--- config.mk ---
export PLATFORM = sky130hd
export DESIGN_NAME = http_request_tokenizer_core
export DESIGN_NICKNAME = d
export VERILOG_FILES = /design/src/rtl/htok_pkg.sv /design/src/rtl/http_request_tokenizer_core.sv /design/src/rtl/htok_classify.sv /design/src/rtl/htok_fsm.sv
export SDC_FILE = /design/constraint.sdc
export NUM_CORES = 1
export LEC_CHECK = 0
export BUFFER_PORTS_ARGS = -buffer_cell sky130_fd_sc_hd__clkbuf_2
export CORE_MARGIN = 8
export CORE_UTILIZATION = 45
export DETAILED_ROUTE_END_ITERATION = 6
export PLACE_DENSITY = 0.65
export SYNTH_ARGS = -nofsm -noshare
export SYNTH_HDL_FRONTEND = slang
export SYNTH_SLANG_ARGS = --single-unit
export TNS_END_PERCENT = 5
--- constraint.sdc ---
create_clock -name i_clk -period 2.6 [get_ports i_clk]
set_clock_uncertainty 0.2 [all_clocks]
set_input_delay 0.39 -clock i_clk [delete_from_list [all_inputs] [get_ports i_clk]]
set_output_delay 0.39 -clock i_clk [all_outputs]
set_load 0.05 [all_outputs]
--- src/rtl/htok_pkg.sv ---
package htok_pkg;

    // Byte constants of the request grammar.
    localparam logic [7:0] C_COLON = 8'h3A;
    localparam logic [7:0] C_DASH  = 8'h2D;
    localparam logic [7:0] C_CR    = 8'h0D;
    localparam logic [7:0] C_LF    = 8'h0A;
    localparam logic [7:0] C_SPACE = 8'h20;
    localparam logic [7:0] C_DEL   = 8'h7F;

    // Token kind codes.
    typedef enum logic [2:0] {
        K_NONE    = 3'd0,
        K_VERB    = 3'd1,
        K_TARGET  = 3'd2,
        K_VERSION = 3'd3,
        K_NAME    = 3'd4,
        K_VALUE   = 3'd5
    } t_kind;

    // Parser status codes.
    typedef enum logic [1:0] {
        S_BUSY = 2'd0,
        S_DONE = 2'd1,
        S_ERR  = 2'd2
    } t_status;

    // Character classes of one byte.
    typedef struct packed {
        logic ctl;
        logic up;
        logic name;
        logic sp;
        logic cr;
        logic lf;
        logic colon;
    } t_cls;

    // One result beat.
    typedef struct packed {
        t_status    status;
        logic       pair_end;
        logic [7:0] tok_byte;
        t_kind      kind;
    } t_res;

endpackage

--- src/rtl/http_request_tokenizer_core.sv ---
// Channel  | Direction | tdata          | tuser                          | tlast
// ---------+-----------+----------------+--------------------------------+---------
// s (req)  | in        | rx_byte [7:0]  | first [0]                      | -
// m (tok)  | out       | tok_byte [7:0] | kind [2:0], status [4:3]       | pair_end
//
// One beat in gives exactly one beat out; one beat per cycle is sustained
// while the master takes beats. A beat passes an input register, then a
// result register; character classes are worked out before the input register.
// The parse state register steps when a beat moves into the result register.
// Reset is synchronous and active low and returns the parser to the start of a
// request. A stall on the master side holds the result, then backs up the
// input register, and only then drops o_s_tready.
module http_request_tokenizer_core
    import htok_pkg::*;
(
    input  logic       i_clk,
    input  logic       i_rst_n,
    input  logic       i_s_tvalid,
    output logic       o_s_tready,
    input  logic [7:0] i_s_tdata,   // [7:0] rx_byte
    input  logic       i_s_tuser,   // [0] first
    output logic       o_m_tvalid,
    input  logic       i_m_tready,
    output logic [7:0] o_m_tdata,   // [7:0] tok_byte
    output logic [4:0] o_m_tuser,   // [2:0] kind, [4:3] status
    output logic       o_m_tlast
);

    t_cls       in_cls;
    t_cls       r_cls;
    logic [7:0] r_byte;
    logic       r_first;
    logic       r_in_valid;
    t_res       fsm_res;
    t_res       r_res;
    logic       r_out_valid;
    logic       out_free;
    logic       adv;

    // Handshake: the result register frees up when empty or being taken.
    assign out_free   = !r_out_valid || i_m_tready;
    assign adv        = r_in_valid && out_free;
    assign o_s_tready = !r_in_valid || out_free;

    // Character classes of the incoming byte.
    htok_classify u_cls (
        .i_byte (i_s_tdata),
        .o_cls  (in_cls)
    );

    // Input register.
    always_ff @(posedge i_clk) begin
        if (!i_rst_n) begin
            r_in_valid <= 1'b0;
        end else if (o_s_tready) begin
            r_in_valid <= i_s_tvalid;
        end
        if (o_s_tready && i_s_tvalid) begin
            r_byte  <= i_s_tdata;
            r_first <= i_s_tuser;
            r_cls   <= in_cls;
        end
    end

    // Parser state machine.
    htok_fsm u_fsm (
        .i_clk   (i_clk),
        .i_rst_n (i_rst_n),
        .i_adv   (adv),
        .i_byte  (r_byte),
        .i_first (r_first),
        .i_cls   (r_cls),
        .o_res   (fsm_res)
    );

    // Result register.
    always_ff @(posedge i_clk) begin
        if (!i_rst_n) begin
            r_out_valid <= 1'b0;
        end else if (out_free) begin
            r_out_valid <= r_in_valid;
        end
        if (adv) begin
            r_res <= fsm_res;
        end
    end

    // Master-side fields.
    assign o_m_tvalid = r_out_valid;
    assign o_m_tdata  = r_res.tok_byte;
    assign o_m_tuser  = {r_res.status, r_res.kind};
    assign o_m_tlast  = r_res.pair_end;

endmodule

--- src/rtl/htok_classify.sv ---
module htok_classify
    import htok_pkg::*;
(
    input  logic [7:0] i_byte,
    output t_cls       o_cls
);

    logic is_up;
    logic is_low;
    logic is_dig;

    // Letter and digit ranges.
    assign is_up  = (i_byte >= 8'h41) && (i_byte <= 8'h5A);
    assign is_low = (i_byte >= 8'h61) && (i_byte <= 8'h7A);
    assign is_dig = (i_byte >= 8'h30) && (i_byte <= 8'h39);

    // Class flags; bytes above 127 count as printable.
    always_comb begin
        o_cls.ctl   = (i_byte < 8'h20) || (i_byte == C_DEL);
        o_cls.up    = is_up;
        o_cls.name  = is_up || is_low || is_dig || (i_byte == C_DASH);
        o_cls.sp    = (i_byte == C_SPACE);
        o_cls.cr    = (i_byte == C_CR);
        o_cls.lf    = (i_byte == C_LF);
        o_cls.colon = (i_byte == C_COLON);
    end

endmodule

--- src/rtl/htok_fsm.sv ---
module htok_fsm
    import htok_pkg::*;
(
    input  logic       i_clk,
    input  logic       i_rst_n,
    input  logic       i_adv,
    input  logic [7:0] i_byte,
    input  logic       i_first,
    input  t_cls       i_cls,
    output t_res       o_res
);

    typedef enum logic [3:0] {
        ST_START  = 4'd0,
        ST_VERB   = 4'd1,
        ST_SP0    = 4'd2,
        ST_TARGET = 4'd3,
        ST_SP1    = 4'd4,
        ST_VER    = 4'd5,
        ST_LF0    = 4'd6,
        ST_LINE   = 4'd7,
        ST_NAME   = 4'd8,
        ST_SP2    = 4'd9,
        ST_VALUE  = 4'd10,
        ST_LF1    = 4'd11,
        ST_LF2    = 4'd12,
        ST_DONE   = 4'd13,
        ST_ERR    = 4'd14
    } t_pst;

    t_pst  r_state;
    t_pst  n_state;
    t_pst  st_cur;
    t_pst  st_nxt;
    t_kind kind;
    logic  pend;
    logic  err;

    // A first byte restarts the parse at the start of the request line.
    assign st_cur = i_first ? ST_START : r_state;

    // Grammar walk for one byte.
    always_comb begin
        st_nxt = st_cur;
        kind   = K_NONE;
        pend   = 1'b0;
        err    = 1'b0;
        case (st_cur)
            ST_START: begin
                if (i_cls.up) begin
                    kind   = K_VERB;
                    st_nxt = ST_VERB;
                end else begin
                    err = 1'b1;
                end
            end
            ST_VERB: begin
                if (i_cls.up) kind = K_VERB;
                else if (i_cls.sp) st_nxt = ST_SP0;
                else err = 1'b1;
            end
            ST_SP0: begin
                if (!i_cls.sp) begin
                    if (i_cls.ctl) begin
                        err = 1'b1;
                    end else begin
                        kind   = K_TARGET;
                        st_nxt = ST_TARGET;
                    end
                end
            end
            ST_TARGET: begin
                if (i_cls.sp) st_nxt = ST_SP1;
                else if (i_cls.ctl) err = 1'b1;
                else kind = K_TARGET;
            end
            ST_SP1: begin
                if (!i_cls.sp) begin
                    if (i_cls.ctl) begin
                        err = 1'b1;
                    end else begin
                        kind   = K_VERSION;
                        st_nxt = ST_VER;
                    end
                end
            end
            ST_VER: begin
                if (i_cls.cr) st_nxt = ST_LF0;
                else if (i_cls.ctl || i_cls.sp) err = 1'b1;
                else kind = K_VERSION;
            end
            ST_LF0: begin
                if (i_cls.lf) st_nxt = ST_LINE;
            end
            ST_LINE: begin
                if (i_cls.cr) begin
                    st_nxt = ST_LF2;
                end else if (i_cls.name) begin
                    kind   = K_NAME;
                    st_nxt = ST_NAME;
                end
            end
            ST_NAME: begin
                if (i_cls.name) kind = K_NAME;
                else if (i_cls.colon) st_nxt = ST_SP2;
            end
            ST_SP2: begin
                if (!i_cls.sp) begin
                    if (i_cls.ctl) begin
                        err = 1'b1;
                    end else begin
                        kind   = K_VALUE;
                        st_nxt = ST_VALUE;
                    end
                end
            end
            ST_VALUE: begin
                if (i_cls.cr) begin
                    pend   = 1'b1;
                    st_nxt = ST_LF1;
                end else if (i_cls.ctl) begin
                    err = 1'b1;
                end else begin
                    kind = K_VALUE;
                end
            end
            ST_LF1: begin
                if (i_cls.lf) st_nxt = ST_LINE;
            end
            ST_LF2: begin
                if (i_cls.lf) st_nxt = ST_DONE;
                else err = 1'b1;
            end
            ST_DONE: begin
                st_nxt = ST_DONE;
            end
            default: begin
                err = 1'b1;
            end
        endcase
    end

    // Error override and the result fields.
    always_comb begin
        n_state        = err ? ST_ERR : st_nxt;
        o_res.kind     = err ? K_NONE : kind;
        o_res.pair_end = err ? 1'b0 : pend;
        o_res.tok_byte = (o_res.kind != K_NONE) ? i_byte : 8'h00;
        if (n_state == ST_ERR) o_res.status = S_ERR;
        else if (n_state == ST_DONE) o_res.status = S_DONE;
        else o_res.status = S_BUSY;
    end

    // State register, stepped once per processed beat.
    always_ff @(posedge i_clk) begin
        if (!i_rst_n) begin
            r_state <= ST_START;
        end else if (i_adv) begin
            r_state <= n_state;
        end
    end

    // A tagged byte only occurs while the request is still in progress.
    a_kind_busy: assert property (@(posedge i_clk) disable iff (!i_rst_n)
        (o_res.kind != K_NONE) |-> (o_res.status == S_BUSY))
        else $error("token byte reported outside an open request");

    // A pair end only comes from the CR that closes a header value.
    a_pair_src: assert property (@(posedge i_clk) disable iff (!i_rst_n)
        o_res.pair_end |-> (st_cur == ST_VALUE) && i_cls.cr && (n_state == ST_LF1))
        else $error("pair end without closing CR of a value");

    // Errors stick until a first byte restarts the parse.
    a_err_sticky: assert property (@(posedge i_clk) disable iff (!i_rst_n)
        ($past(i_rst_n) && $past(i_adv) && ($past(n_state) == ST_ERR))
            |-> (r_state == ST_ERR))
        else $error("error state left without a restart");

endmodule
# Word-level counts from Yosys, hierarchy flattened
# Index checks and enable logic that the tools add are counted.
dict set report totals {
  inputBits 13
  output_inout_bits 16
  reg_bits 36
  word_cells 114
}
dict set report classes {
  n_mux 47
  n_bitwise 1
  eq_ne 21
  n_lt_le_gt_ge 7
  n_reduce_logical 22
}
# operator n
set ops {}
lappend ops {{4-bit two-way mux} 20}
lappend ops {{4-bit case mux with 13 select lines} 1}
lappend ops {{4-bit equality test, second input constant} 8}
lappend ops {{3-bit two-way mux} 9}
lappend ops {{8-bit by 6-bit equality test with 1-bit output, second input constant} 3}
lappend ops {{3-bit case mux with 8 select lines} 1}
lappend ops {{4-bit by 3-bit equality test with 1-bit output, second input constant} 4}
lappend ops {{8-bit by 4-bit equality test with 1-bit output, second input constant} 2}
lappend ops {{8-bit by 7-bit >= comparator with 1-bit output, second input constant} 2}
lappend ops {{8-bit by 7-bit less-or-equal comparator with 1-bit output, second input constant} 2}
lappend ops {{1-bit two-way mux} 12}
lappend ops {{4-bit by 2-bit equality test with 1-bit output, second input constant} 2}
lappend ops {{8-bit by 7-bit equality test with 1-bit output, second input constant} 1}
lappend ops {{8-bit by 6-bit >= comparator with 1-bit output, second input constant} 1}
lappend ops {{8-bit by 6-bit less-or-equal comparator with 1-bit output, second input constant} 1}
lappend ops {{8-bit by 6-bit less-than comparator with 1-bit output, second input constant} 1}
lappend ops {{2-bit OR reduction} 4}
lappend ops {{1-bit logical OR} 7}
lappend ops {{1-bit case mux with 7 select lines} 1}
lappend ops {{2-bit two-way mux} 3}
lappend ops {{1-bit logical AND} 5}
lappend ops {{5-bit OR reduction} 1}
lappend ops {{4-bit by 1-bit equality test with 1-bit output, second input constant} 1}
lappend ops {{4-bit logical NOT} 1}
lappend ops {{other kinds (4)} 5}

# Logic depth before layout (Yosys ltp)
# Gate-level depths: netlist of the first run.
dict set report depth {
  ltp_word 7
  mapped_depth 7
  mapped_depth_nobuf 5
}

# Hierarchy
# A second synthesis of the first run with hierarchy kept.
dict set report unflattened {
  cells_unflattened 188
  hier_area_um2 2125.8
}
# module seq_area_each_um2 instances cells_per_inst area_per_inst_um2
set by_module_without_submodules {}
lappend by_module_without_submodules {http_request_tokenizer_core 940.9 1 39 1004.7}
lappend by_module_without_submodules {htok_fsm 80.1 1 121 959.7}
lappend by_module_without_submodules {htok_classify 0.0 1 28 161.4}

# Worst setup path after synthesis of the first run
# Ideal clock, no wire load.
dict set report synth_path {
  kind {register -> register}
  from {register r_out_valid (netlist: o_m_tvalid)}
  to {register r_byte[0] (enable)}
  n_path_buf 0
  path_stages_with_launch 4
  slack_ns 0.390
  synth_period_minus_slack_ns 2.210
  t_required_ns 2.081
  t_arrival_ns 1.691
  setup_ns 0.319
  path_cell_list {dfxtp_1 -> nor2b_1 -> nand2_1 -> and2_1}
}
dict set report synth_via {
  elab_chain_cells 4
}
# element line
set synth_lines {}
lappend synth_lines {{start, declared} http_request_tokenizer_core.sv:36} ;# logic r_out_valid;
lappend synth_lines {{start signal, assigned} http_request_tokenizer_core.sv:81} ;# r_out_valid <= r_in_valid;
lappend synth_lines {{1-bit logical NOT} http_request_tokenizer_core.sv:41} ;# assign out_free = !r_out_valid || i_m_tready;
lappend synth_lines {{1-bit logical OR} http_request_tokenizer_core.sv:41}
lappend synth_lines {{1-bit logical OR} http_request_tokenizer_core.sv:43} ;# assign o_s_tready = !r_in_valid || out_free;
lappend synth_lines {{named net o_s_tready} http_request_tokenizer_core.sv:19} ;# output logic o_s_tready,
lappend synth_lines {{1-bit logical AND} http_request_tokenizer_core.sv:58} ;# if (o_s_tready && i_s_tvalid) begin
lappend synth_lines {{end signal, assigned} http_request_tokenizer_core.sv:59} ;# r_byte <= i_s_tdata;
lappend synth_lines {{end, declared} http_request_tokenizer_core.sv:31} ;# logic [7:0] r_byte;
# The timed path passes the listed nets, and every way through them passes these cells.
# A chain may end at the register's enable or synchronous reset.

# Worst setup path after layout of the first run
dict set report layout_path {
  from {register u_fsm.r_state[2]}
  to {register r_res (netlist bit o_m_tdata[6]), data pin}
}
dict set report layout_via {
  elab_chain_cells 6
  word_cells_on_any_way 23
  classes_between {eq/ne: 13; mux: 4; reduce/logical: 6}
}
# element line
set layout_lines {}
lappend layout_lines {{start, declared} htok_fsm.sv:31} ;# t_pst r_state;
lappend layout_lines {{start signal, assigned} htok_fsm.sv:159} ;# r_state <= n_state;
lappend layout_lines {{4-bit two-way mux (*)} htok_fsm.sv:40} ;# assign st_cur = i_first ? ST_START : r_state;
lappend layout_lines {{4-bit equality test, or another cell as far along} htok_fsm.sv:48} ;# case (st_cur)
lappend layout_lines {{5-bit OR reduction (no source line), or another cell as far along} n/a}
lappend layout_lines {{1-bit case mux with 7 select lines / 3-bit case mux with 8 select lines (equally long branches)} htok_fsm.sv:48}
lappend layout_lines {{3-bit two-way mux (*)} htok_fsm.sv:146} ;# o_res.kind = err ? K_NONE : kind;
lappend layout_lines {{3-bit nonzero test (*)} htok_fsm.sv:148} ;# o_res.tok_byte = (o_res.kind != K_NONE) ? i_byte : 8'h00;
lappend layout_lines {{end signal, assigned} http_request_tokenizer_core.sv:84} ;# r_res <= fsm_res;
lappend layout_lines {{end, declared} http_request_tokenizer_core.sv:35} ;# t_res r_res;
# Every way passes the cells marked *; elsewhere a longest branch is shown, timed or not.

==> results.toml, run 1 <==
[placement]
dpl_cell_area_um2 = 2160
gp_congestion = 0.910
dp_slack_ps = 293
io_buffers = 28
hpwl_mm = 3.20

[layout]
areaGrowthSynthToFinish_pct = 16.3
fillers = 386
final_area_um2 = 2270
final_layout_size_suffix_gt1_share_pct = 22.1
nNetsFinal = 229
fin_util_pct = 53.3
antennaDiodeCount = 0

[clock_network]
clk_pin_slew_worst_paths_ps = 70
cts_made_buffers = 5
clockBufferDepth = 2
post-cts-setup-buffers = 0
cts-hold-fix-buffers = 0
htreeDepth = 2
cts_sinks = 36
root_buffer = "clkbuf_8"
insertion_delay_ps = 280
ctsResizeCount = 0
cts_tree = "built"

[critical_path]
cp-end-kind = "flip-flop"
cp.required_ps = 2410
crit_type = "reg2reg"
r2r-end = "o_m_tdata[6]"
worstPathArrival_ps = 2140
cpPeakStageDelay_ps = 550
path_max_fanout = 10
rr_worst_depth = 5
cp_slowest_cell = "a2111oi_4"
crit_path_start_kind = "flip-flop"
crit_path_cell_trace = "nor2b_1 > a22o_1 > a21o_1 > a2111oi_4 > a21boi_1"
r2r-start = "u_fsm.r_state[2]"
rrSetupSlack_ps = 270

[flow_run]
cap_violations = 0

[floorplanning]
fp.dieW_um = 81.9
start_util_pct = 45.8
core_area_um2 = 4260
num_rows = 24
dieArea_um2 = 6700
fp.dieH_um = 81.9
ios = 29

[power]
p_total_w = 0.00138
peakVddDrop_v = 0.000353
leakage_nw = 0.852
powerDensity_nw_per_um2 = 607

[sta]
tightest_slew_ps = 650
final.setup.tns_ps = 0
rsz0062_at_grt = "no"
max_slew_margin_pct = 56.7
fin_crit_sh_pct = 89.5
max_clock_freq_mhz = 430
drv_slew = 0
period_minus_slack_ps = 2330
setup_violations = 0
hold_viol_final = 0
fin_ws_ps = 273

[routing]
drt-total-wl_mm = 4.23
firstDrtPassIters = 4
post_drt_via_cell_ratio = 5.85
route.detailed.drc = 0
wl_per_cell_um = 15.7
ant_nets = 0
drt-initial-drc-count = 138
num_vias = 1573

[yosys]
yosysTopAreaCell = "edfxtp_1"
ys_seq_area_share_pct = 52.3
yosys-top-cells-count = "edfxtp_1, nor2_1, a21boi_1, nand2_1, o21ai_0"
netlist_top_cells_area = "edfxtp_1, dfxtp_1, nor2_1"
netlist_instances = 186
ys_types = 54
synth_edf_count = 30
ys_warn_count = 0
ys_async_sr_fraction_pct = 0
yosysTopAreaCellShare_pct = 46.1
post-synth-top-count-cell = "edfxtp_1"
yosys_most_used_dff = "edfxtp_1"
synthesis.area_um2 = 1950
synth.net_count = 199
ys_ff_latch = 36
syn_avg_cell_area_um2 = 10.5

[worst_hold_path]
min_path_type = "in2reg"
hold_depth = 1
worstHoldStart = "i_s_tuser"
worstHoldEndpoint = "r_first"

[global_routing]
antenna_found_initial = 0
grt_max_degree = 23
grt_pass1_wl_mm = 7.00
grt_usage_pct = 13.2
grt_overflow_total = 0
grt_pass1_vias = 1489

[run_status]
status = "complete, no violations"
## cell usage in the layout, fill, tap and decap left out, types with 2 or more instances in the layout
| master | count |
|---|---|
| nor2_1 | 18 |
| a211oi_1 | 2 |
| a31oi_1 | 4 |
| o32ai_1 | 2 |
| a21oi_1 | 5 |
| o21bai_1 | 2 |
| o21a_1 | 3 |
| clkbuf_2 | 28 |
| nor4_1 | 4 |
| edfxtp_1 | 30 |
| or3_1 | 3 |
| and2_1 | 2 |
| a21boi_1 | 8 |
| o21ai_0 | 8 |
| nand2b_1 | 7 |
| nor3_1 | 6 |
| dfxtp_1 | 6 |
| nand2_1 | 8 |
| nor3b_1 | 3 |
| o22ai_1 | 2 |
| buf_4 | 9 |
| a21o_1 | 2 |
| nor2b_1 | 4 |
| inv_1 | 7 |
| clkbuf_8 | 5 |
| nand3_1 | 6 |
| nand4_1 | 2 |
## critical path: cells and delay by family, from the launching register on
| kind | cells | cell delay [ps] |
|---|---|---|
| flip-flops | 1 | 540 |
| AND/OR/NAND/NOR | 1 | 160 |
| AO/OA/AOI/OAI | 4 | 1160 |
## flip-flops by register name (all words and copies together) (netlist names)
register and count:
r_cls 7, o_m_tdata 8, r_in_valid 1, o_m_tuser 5, r_first 1, o_m_tvalid 1
r_byte 8, u_fsm.r_state 4, o_m_tlast 1
## power by group
group,switching [W],internal [W],total (W)
sequential,0.0000309,0.000662,0.000693
clock,0.000184,0.000284,0.000468
combinational,0.000139,0.0000790,0.000218
total,0.000353,0.00103,0.00138
## kinds of logic (layout without fill, tap and decap cells)
family          after synthesis  after routing  share of synthesized area (%)
mux                           3              3                           2.24
flops                        36             36                           52.3
simple gates                 73             73                           20.6
xor+xnor                      2              2                          0.897
compound gates               51             51                           19.5
buf+inv                      21             52                           4.48
## worst max-delay path by stage
stage / start / endpoint / slack (ps) / cells after the start
after CTS: u_fsm.r_state[2] / o_m_tdata[6] / 280 / 5
after floorplan: o_m_tvalid / r_byte[0] / 390 / 3
final: u_fsm.r_state[2] / o_m_tdata[6] / 270 / 5
after detailed placement: u_fsm.r_state[2] / o_m_tdata[6] / 290 / 5
after global routing: r_first / o_m_tdata[7] / 130 / 5
after global placement: r_first / o_m_tdata[5] / 370 / 5
## routing by layer
layer  vias up  share of wire [%]  global-route usage, %
met1       755                 45                   17.3
met3         6                6.2                   3.61
met5         -                  0                      0
met2        41                 48                   20.7
li1        771                  -                      -
met4         0                1.1                   4.04
## area by class of cell
type / count / area, um2 / share of cell area, %
Sequential cell: 36 / 1020 / 44.9
Clock buffer: 6 / 72.6 / 3.19
Clock inverter: 2 / 35.0 / 1.54
Multi-Input combinational cell: 129 / 845 / 37.2
Tap cell: 52 / 65.1 / 2.86
Inverter: 7 / 26.3 / 1.16
Timing Repair Buffer: 37 / 208 / 9.14
## through the flow
stage	hold WS [ps]	std cells
finish	89.0	269
global route	82.1	269
CTS	78.2	269
detailed placement	322	261
global placement	293	261
floorplan	278	186
No activity file was read; power rests on OpenSTA's default activity.
==> inputs of run 2 (changes only) <==
==> constraint.sdc (replaced) <==
create_clock -name i_clk -period 2.6 [get_ports i_clk]
set_clock_uncertainty 0.2 [all_clocks]
set_input_delay 0.26 -clock i_clk [delete_from_list [all_inputs] [get_ports i_clk]]
set_output_delay 0.26 -clock i_clk [all_outputs]
set_load 0.05 [all_outputs]
==> run 2 against run 1 <==
Sequential share of layout area fell by 0.39 points. First-iteration DRC count down 12%. Core utilization up 0.47 points. Combinational power barely moved. Non-clock buffer count is 2 higher. Worst hold slack worse by 66 ps. Flip-flop and latch count did not move. Largest cell class unchanged. Via count up 0.64%. Total power grew 0.19%. Die area is the same. Worst setup slack worse by 5.4 ps. Register-to-register slack is essentially flat.
==> results.toml, run 2 (synthesis results as in run 1) <==
[run_status]
status = "complete, no violations"

[layout]
nNetsFinal = 231
areaGrowthSynthToFinish_pct = 17.4
antennaDiodeCount = 0
multi_input_area_um2 = 845
layout_commonest_cell = "edfxtp_1"
fillers = 384
ff_latch_area_um2 = 1020
fin_util_pct = 53.8
mostFrequentLayoutCells = "edfxtp_1, clkbuf_2, nor2_1"
final_layout_size_suffix_gt1_share_pct = 21.9
final_area_um2 = 2290

[floorplanning]
ios = 29
start_util_pct = 45.8
core_area_um2 = 4260
num_rows = 24
fp.dieH_um = 81.9
fp.dieW_um = 81.9
dieArea_um2 = 6700

[sta]
rsz0062_at_grt = "no"
tightest_slew_ps = 643
max_slew_margin_pct = 57.1
final.setup.tns_ps = 0
max_clock_freq_mhz = 429
setup_violations = 0
hold_viol_final = 0
hold_ws_ps = 23.5
drv_slew = 0
period_minus_slack_ps = 2330
fin_crit_sh_pct = 89.7

[power]
pwr-share-comb_pct = 15.9
powerDensity_nw_per_um2 = 603
p_int_w = 0.00103
clockPowerShare_pct = 33.9
power_switching_w = 0.000354
p_seq_share_pct = 50.1
peakVddDrop_v = 0.000353
p_total_w = 0.00138
p_sw_share_pct = 25.6
leakage_nw = 0.860

[routing]
wl_per_cell_um = 15.5
post_drt_via_cell_ratio = 5.84
ant_nets = 0
drt-total-wl_mm = 4.21
drt-initial-drc-count = 122
num_vias = 1583
firstDrtPassIters = 4
route.detailed.drc = 0

[critical_path]
rrSetupSlack_ps = 270
cp_slowest_cell = "a2111oi_4"
cpPeakStageDelay_ps = 560
path_max_fanout = 10
worstPathArrival_ps = 2150
crit_path_start_kind = "flip-flop"
crit_buf_inv = 0
cp-end-kind = "flip-flop"
path_delay_family = "compound AO/OA/AOI/OAI gates"
cp.required_ps = 2420
crit_type = "reg2reg"
crit_path_cell_trace = "nor2b_1 > a22o_1 > a21o_1 > a2111oi_4 > a21boi_1"

[global_routing]
antenna_found_initial = 0
grt_pass1_vias = 1495
grt_overflow_total = 0
grt_pass1_wl_mm = 7.02
grt_max_degree = 23
grt_usage_pct = 13.2

[clock_network]
cts_tree = "built"
ctsResizeCount = 0
clockBufferDepth = 2
insertion_delay_ps = 280
cts_made_buffers = 5
root_buffer = "clkbuf_8"
cts_sinks = 36
post-cts-setup-buffers = 0
clk_pin_slew_worst_paths_ps = 70
htreeDepth = 2

[placement]
io_buffers = 28
hpwl_mm = 3.20
gp_congestion = 0.910
dpl_cell_area_um2 = 2160

[worst_hold_path]
min_path_type = "in2reg"

[flow_run]
cap_violations = 0
-- run 2: changes by cell type in the layout (fill, tap and decap cells not counted) --
cell / delta
dlygate4sd3_1: +2
-- run 2: worst paths after layout --
path	startpoint	endpoint	depth (start not counted)
max reg2reg	u_fsm.r_state[2]	o_m_tdata[6]	5
min	i_s_tdata[0]	r_byte[0]	1
max	u_fsm.r_state[2]	o_m_tdata[6]	5
min reg2reg	r_in_valid	o_m_tvalid	2
-- run 2: per-layer routing --
| layer | vias to the layer above | part of all wire [%] | global-route usage (%) |
|---|---|---|---|
| li1 | 777 | - | - |
| met1 | 761 | 45 | 17.4 |
| met2 | 39 | 48 | 20.7 |
| met3 | 6 | 5.6 | 3.61 |
| met4 | 0 | 1.1 | 4.04 |
| met5 | - | 0 | 0 |
-- run 2: power groups by stage --
stage	clock network (W)	logic, W	registers (W)
floorplan	0	0.000127	0.000728
global placement	0	0.000214	0.000704
detailed placement	0	0.000217	0.000705
CTS	0.000479	0.000220	0.000692
global route	0.000507	0.000239	0.000696
finish	0.000469	0.000220	0.000693
-- run 2: cell type report --
cell class	count	share of cell area [%]
sequential	36	44.5
timing repair buffer	39	9.93
clock buffer	6	3.17
inverter	7	1.15
multi-input combinational	129	36.8
tap	52	2.84
clock inverter	2	1.53
-- run 2: stage by stage --
stage,std cells,setup slack (ps)
floorplan,186,390
global placement,261,366
detailed placement,261,293
CTS,271,280
global route,271,127
finish,271,267
-- run 2: what timing repair did --
action                                 4_1_cts  5_1_grt
setup endpoints to repair                    0        0
endpoints found under the hold margin        2        0
hold buffers                                 2        0
==> inputs of run 3 (changes only) <==
Settings changed: REMOVE_ABC_BUFFERS set to 1.
==> run 3 against run 2 <==
Fmax grew 1.9%. Worst setup slack better by 43 ps. Clock power down 20%. First-iteration DRC count rose by 68%. Flip-flop and latch count unchanged. Worst hold slack got worse by 8.6 ps. Clock-buffer cell count is the same. Sequential power is essentially flat.
==> results.toml, run 3 (synthesis results as in run 1) <==
[sta]
fin_ws_ps = 310
tightest_slew_ps = 645
setup_violations = 0
max_clock_freq_mhz = 437
fin_crit_sh_pct = 88.1
final.setup.tns_ps = 0
hold_viol_final = 0
rsz0062_at_grt = "no"
period_minus_slack_ps = 2290
hold_ws_ps = 14.9
max_slew_margin_pct = 57.0
drv_slew = 0

[worst_hold_path]
worstHoldEndpoint = "r_byte[2]"
worstHoldStart = "i_s_tdata[2]"
min_path_type = "in2reg"
hold_depth = 1

[global_routing]
antenna_found_initial = 0
grt_pass1_wl_mm = 7.34
use_met3_pct = 3.61
top_usage_layer = "met2"
grt.met1_usage_pct = 16.8
grt_usage_pct = 14.1
grt_pass1_vias = 1622
grt_use_met2_pct = 23.0
grt_max_degree = 23
grt_overflow_total = 0

[floorplanning]
fp.dieW_um = 81.9
start_util_pct = 45.8
dieArea_um2 = 6700
num_rows = 24
ios = 29
core_area_um2 = 4260
fp.dieH_um = 81.9

[clock_network]
htreeDepth = 2
root_buffer = "clkbuf_8"
clockBufferDepth = 2
insertion_delay_ps = 290
clk_pin_slew_worst_paths_ps = 60
cts_sinks = 36
cts_made_buffers = 5
cts_tree = "built"

[power]
leakage_nw = 0.848
p_total_w = 0.00129
powerDensity_nw_per_um2 = 568
peakVddDrop_v = 0.000291

[critical_path]
rrSetupSlack_ps = 310
path_max_fanout = 10
crit_path_start_kind = "flip-flop"
cp-end-kind = "flip-flop"
cp.required_ps = 2420
worstPathArrival_ps = 2110
r2r-start = "r_cls[2]"
r2r-end = "o_m_tdata[3]"
rr_worst_depth = 5
crit_type = "reg2reg"

[routing]
post_drt_via_cell_ratio = 5.85
wl_per_cell_um = 16.1
firstDrtPassIters = 4
ant_nets = 0
drt-initial-drc-count = 205
num_vias = 1592
drt-total-wl_mm = 4.38
route.detailed.drc = 0

[layout]
final_layout_size_suffix_gt1_share_pct = 21.4
nNetsFinal = 232
fin_cells = 272
areaGrowthSynthToFinish_pct = 16.7
mostFrequentLayoutCells = "edfxtp_1, clkbuf_2, nor2_1"
fillers = 404
layout_commonest_cell = "edfxtp_1"
antennaDiodeCount = 0

[placement]
io_buffers = 28
dp_cells = 261
hpwl_mm = 3.26
gp_congestion = 0.911
dp_slack_ps = 310

[run_status]
status = "complete, no violations"

[flow_run]
cap_violations = 0
run 3: report_power, final:
part | leakage [nW] | internal (W) | switching [W]
Clock | 0.0388 | 0.000185 | 0.000190
Combinational | 0.467 | 0.0000837 | 0.000143
Sequential | 0.341 | 0.000662 | 0.0000297
run 3: worst max path at each step:
stage	start	end	slack [ps]	depth (start not counted)
final	r_cls[2]	o_m_tdata[3]	310	5
after global routing	u_fsm.r_state[0]	o_m_tdata[3]	150	6
after CTS	r_cls[2]	o_m_tdata[3]	300	5
after detailed placement	r_cls[2]	o_m_tdata[4]	310	5
after global placement	r_cls[2]	o_m_tdata[4]	410	5
after floorplan	o_m_tvalid	u_fsm.r_state[0]	290	4
run 3: worst max-delay path: stages, from the launching register on:
cell,delay (ps)
edfxtp_1,570
nand2_1,150
a22o_1,210
a21o_1,210
a2111oi_4,550
a21boi_1,130
run 3: cell type report:
class	instances	area (um2)	area share [%]
flip-flops and latches	36	1020	44.8
multi-input cells	129	845	37.1
repair buffers	40	238	10.4
clock buffers	6	72.6	3.19
well taps	52	65.1	2.86
inverters	7	26.3	1.15
clock inverters	2	11.3	0.494
run 3: repair_timing:
action,4_1_cts,5_1_grt
hold endpoints to repair,3,0
buffers inserted,0,0
hold buffers,3,0
resized for setup,0,0
run 3: layer usage:
metal / part of all wire [%] / wire [um] / vias to the layer above
met5: 0 / 0 / -
met4: 2.0 / 87 / 0
met3: 7.5 / 328 / 8
met2: 49 / 2150 / 77
met1: 42 / 1820 / 734
li1: - / - / 773
run 3: stage by stage:
| step | area (um2) | util [%] |
|---|---|---|
| global placement | 2160 | 50.8 |
| finish | 2280 | 53.4 |
| CTS | 2280 | 53.4 |
| detailed placement | 2160 | 50.8 |
| floorplan | 1890 | - |
| global route | 2280 | 53.4 |
